==> config.mk <==
export PLATFORM = sky130hd
export DESIGN_NAME = ale_ctrl
export DESIGN_NICKNAME = d
export VERILOG_FILES = /design/src/hdl/ale_pkg.sv /design/src/hdl/ale_ctrl.sv
export SDC_FILE = /design/constraint.sdc
export NUM_CORES = 1
export LEC_CHECK = 0
export BUFFER_PORTS_ARGS = -buffer_cell sky130_fd_sc_hd__buf_2
export CAP_MARGIN = 20
export CORE_AREA = 4 4 41 43
export CTS_CLUSTER_DIAMETER = 120
export DETAILED_ROUTE_END_ITERATION = 16
export DIE_AREA = 0 0 45 47
export HOLD_SLACK_MARGIN = 0.15
export SYNTH_ARGS = -nofsm -noshare
export SYNTH_HDL_FRONTEND = slang
export SYNTH_SLANG_ARGS = --single-unit
==> constraint.sdc <==
create_clock -name clk -period 1.9 [get_ports clk]
set_input_delay 0.38 -clock clk [delete_from_list [all_inputs] [get_ports clk]]
set_output_delay 0.38 -clock clk [all_outputs]
set_load 0.05 [all_outputs]
==> src/hdl/ale_pkg.sv <==
// ----------------------------------------------------------------------------
// ale_pkg
// Shared widths, constants and control types of the atmospheric light
// estimator.
// ----------------------------------------------------------------------------
package ale_pkg;

  localparam int LEVELS       = 256;
  localparam int LVL_W        = 8;
  localparam int CH_W         = 8;
  localparam int CHAN_W       = 10;
  localparam int CNT_W        = 22;
  localparam int SUM_W        = 31;
  localparam int MAX_PIXELS   = 2097152;
  localparam int PROD_W       = 32;
  localparam int SCALE        = 1000;
  localparam int PERMILLE_W   = 10;
  localparam int PERMILLE_RST = 999;
  localparam int LIGHT_W      = 16;
  localparam int DIV_W        = 24;
  localparam int IN_W         = 32;
  localparam int OUT_W        = 48;

  typedef struct packed {
    logic accept;
    logic walk_init;
    logic load_limit;
    logic walk_issue;
    logic walk_eval;
    logic div_start;
    logic emit;
  } ale_cmd_t;

  typedef struct packed {
    logic last_fire;
    logic walk_hit;
    logic walk_end;
    logic div_busy;
    logic out_busy;
  } ale_stat_t;

endpackage

==> src/hdl/ale_ctrl.sv <==
// ----------------------------------------------------------------------------
// ale_ctrl
// Frame sequencer: accumulate, drain, bin walk, divide and emit.
// ----------------------------------------------------------------------------
module ale_ctrl import ale_pkg::*; (
  input  logic      clk,
  input  logic      rst_n,
  input  ale_stat_t stat,
  output ale_cmd_t  cmd
);

  localparam logic [2:0] S_RUN      = 3'd0;
  localparam logic [2:0] S_DRAIN    = 3'd1;
  localparam logic [2:0] S_LIMIT    = 3'd2;
  localparam logic [2:0] S_WALK     = 3'd3;
  localparam logic [2:0] S_DIVSTART = 3'd4;
  localparam logic [2:0] S_DIVWAIT  = 3'd5;
  localparam logic [2:0] S_EMIT     = 3'd6;

  logic [2:0] state_r, state_nxt;

  always_ff @(posedge clk) begin
    if (!rst_n) begin
      state_r <= S_RUN;
    end else begin
      state_r <= state_nxt;
    end
  end

  always_comb begin
    state_nxt = state_r;
    cmd       = '0;
    case (state_r)
      S_RUN: begin
        cmd.accept = 1'b1;
        if (stat.last_fire) begin
          state_nxt = S_DRAIN;
        end
      end
      S_DRAIN: begin
        cmd.walk_init = 1'b1;
        state_nxt     = S_LIMIT;
      end
      S_LIMIT: begin
        cmd.load_limit = 1'b1;
        cmd.walk_issue = 1'b1;
        state_nxt      = S_WALK;
      end
      S_WALK: begin
        cmd.walk_issue = 1'b1;
        cmd.walk_eval  = 1'b1;
        if (stat.walk_hit || stat.walk_end) begin
          state_nxt = S_DIVSTART;
        end
      end
      S_DIVSTART: begin
        cmd.div_start = 1'b1;
        state_nxt     = S_DIVWAIT;
      end
      S_DIVWAIT: begin
        if (!stat.div_busy) begin
          state_nxt = S_EMIT;
        end
      end
      S_EMIT: begin
        if (!stat.out_busy) begin
          cmd.emit  = 1'b1;
          state_nxt = S_RUN;
        end
      end
      default: begin
        state_nxt = S_RUN;
      end
    endcase
  end

endmodule

==> qor.yml <==
critical_path:
  slowest_delay_ns: 0.40
  timing.rr.start: "state_r[2]"
  cp_top_family: "flip-flops"
  end_kind: "output port"
  crit_fanout: 9
  critPathLaunchType: "flop"
  crit_type: "reg2out"
  crit_buf_inv: 1
  r2r_end: "state_r[0]"
  cp_slowest_cell: "dfxtp_1"
  worstPathRequired_ns: 1.52
  arrival_ns: 1.27
  path_cells: "nand2b_1, nor3b_2, buf_2"
  reg2reg_slack_ns: 0.79
  r2r_cells: 3
global_route:
  met1_usage_pct: 7.73
  grt-ovfl-total: 0
  antenna_found_initial: 0
  grt_use_met2_pct: 9.60
  first_global_vias: 237
  busiest_layer: "met2"
  met3_usage_pct: 4.98
  grt_usage_pct: 6.87
  grt_max_degree: 11
  grt_pass1_wl_um: 993
cts:
  post_cts_buffers: 0
  insertion_delay_ns: 0.23
  cts-buffers-inserted: 3
  cts-root-buf: "clkbuf_4"
  cts_max_path_buffers: 2
  cts.sinks: 3
  cts_max_level: 1
  postCtsHoldBufs: 0
  cts_resized: 0
  cts_tree: "done"
  cts.reportedPaths.clkPinSlew_ns: 0.04
floorplan:
  core_mm2: 0.00130
  initial_core_util_pct: 17.8
  die-area_mm2: 0.00212
  ios: 14
  die_x_um: 45
  rows: 13
  die_h_um: 47
sta:
  period_share_pct: 86.9
  maxSlewHeadroom_pct: 77.7
  skew_ns: 0.00503
  period_needed_ns: 1.65
  drv_slew: 0
  holdWs_ns: 0.387
  hold_viol: 0
  rsz0062_at_grt: "no"
  tns_ns: 0
  finalSetupViolCount: 0
  fmax_mhz: 605
  worstMarginPinSlew_ns: 0.334
drt:
  wl_um: 599
  avgViaCountPerCell: 4.22
  ant_nets: 0
  drt_iter0_drc: 4
  drt_pre_antenna_iters: 2
  wl_per_cell_um: 10.3
  drc: 0
  vias: 245
worst_hold_path:
  hold_depth: 2
  hold_path.class: "in2reg"
  holdPathEnd: "state_r[2]"
  hold_path_startpoint: "rst_n"
flow_run:
  maxCapViolCount: 0
power_and_ir_drop:
  power_uw: 375
  power_density_mw_per_mm2: 1100
  ir_drop_uv: 264
  p_leak_uw: 0.000158
logic_synthesis:
  synth_top_area_share_pct: 25.9
  synthTopCellsByArea: "dfxtp_1 26%, nor3b_1 6.5%, o21a_1 6.5%, nand2b_4 5.9%, nand2b_1 5.4%"
  synth.distinct_cells: 20
  yosys.area.top_type: "dfxtp_1"
  ys_warn_count: 0
  synthesis.nets: 34
  ys_seq_area_share_pct: 25.9
  synth_cells: 27
  ys_ff_latch: 3
  synth_area_um2: 231
  postSynthAreaPerCell_um2: 8.57
finish:
  diodes: 0
  final_util_pct: 26.2
  area_growth_pct: 47.0
  drive_gt1_share_pct: 48.8
  final_nets: 51
  top_register: "state_r"
  fin_area_um2: 340
  top_regs: "state_r: 3 flops"
  largest_register_ffs: 3
place:
  placed_area_um2: 314
  io_buffer_count: 13
  place_hpwl_um: 481
  gp_congestion: 0.694
run_status:
  status: "finished clean"
==> worst max-delay path by stage <==
stage	startpoint	end	slack [ns]	depth (start not counted)
finish	state_r[0]	cmd[0]	0.25	3
CTS	state_r[0]	cmd[0]	0.23	3
global route	state_r[1]	cmd[4]	0.12	3
floorplan	state_r[0]	cmd[6]	0.03	1
global placement	state_r[0]	cmd[0]	0.49	3
detailed placement	state_r[0]	cmd[0]	0.48	3
==> area by class of cell <==
type / instances / area, um^2
clock buffers: 4 / 26.3
fillers: 158 / 961
inverters: 1 / 3.75
multi-input cells: 22 / 166
flip-flops and latches: 3 / 60.1
well taps: 15 / 18.8
repair buffers: 13 / 65.1
==> per-layer routing <==
metal  routed length [um]  share of wire (%)
met1                  284                 47
met4                    0                  0
met2                  260                 43
met5                    0                  0
met3                   54                9.0
==> kinds of logic (layout without fill, tap and decap cells) <==
group | Yosys count | in the layout | share of synthesized area (%)
and+or+nand+nor | 14 | 14 | 41.1
AOI/OAI and AO/OA | 8 | 8 | 26.5
DFF | 3 | 3 | 25.9
buffers and inverters | 2 | 18 | 6.48
==> synth_stat cells <==
cell and count:
nor3_1 2, buf_6 1, and3b_2 1, nand2_1 1
nand2b_4 1, nor2_1 2, o21a_1 2, o32a_1 1
inv_1 1, nor2b_1 1, nand3b_1 1, nor3b_1 2
a21boi_0 1, nand2b_1 2, o21bai_1 1, o31a_1 1
nand2b_2 1, dfxtp_1 3, a21boi_1 1, a21oi_1 1
==> per-stage QoR <==
stage	instances	setup WS, ns
detailed placement	54	0.483
global placement	54	0.492
CTS	58	0.227
finish	58	0.248
floorplan	27	0.0303
global route	58	0.121
==> layout by cell type (no fill, tap or decap), types with 2 or more instances in the layout <==
master / count
clkbuf_4: 3
nor3_1: 2
dfxtp_1: 3
nor3b_2: 2
buf_2: 13
o21a_1: 2
nor2_1: 2
nand2b_1: 2
==> report_power, final <==
group | total [uW] | internal, uW | switching, uW
registers | 95.4 | 73.0 | 22.4
clock network | 113 | 78.8 | 34.4
logic | 166 | 52.7 | 114
Note: power is estimated with default switching activity, not from simulation.
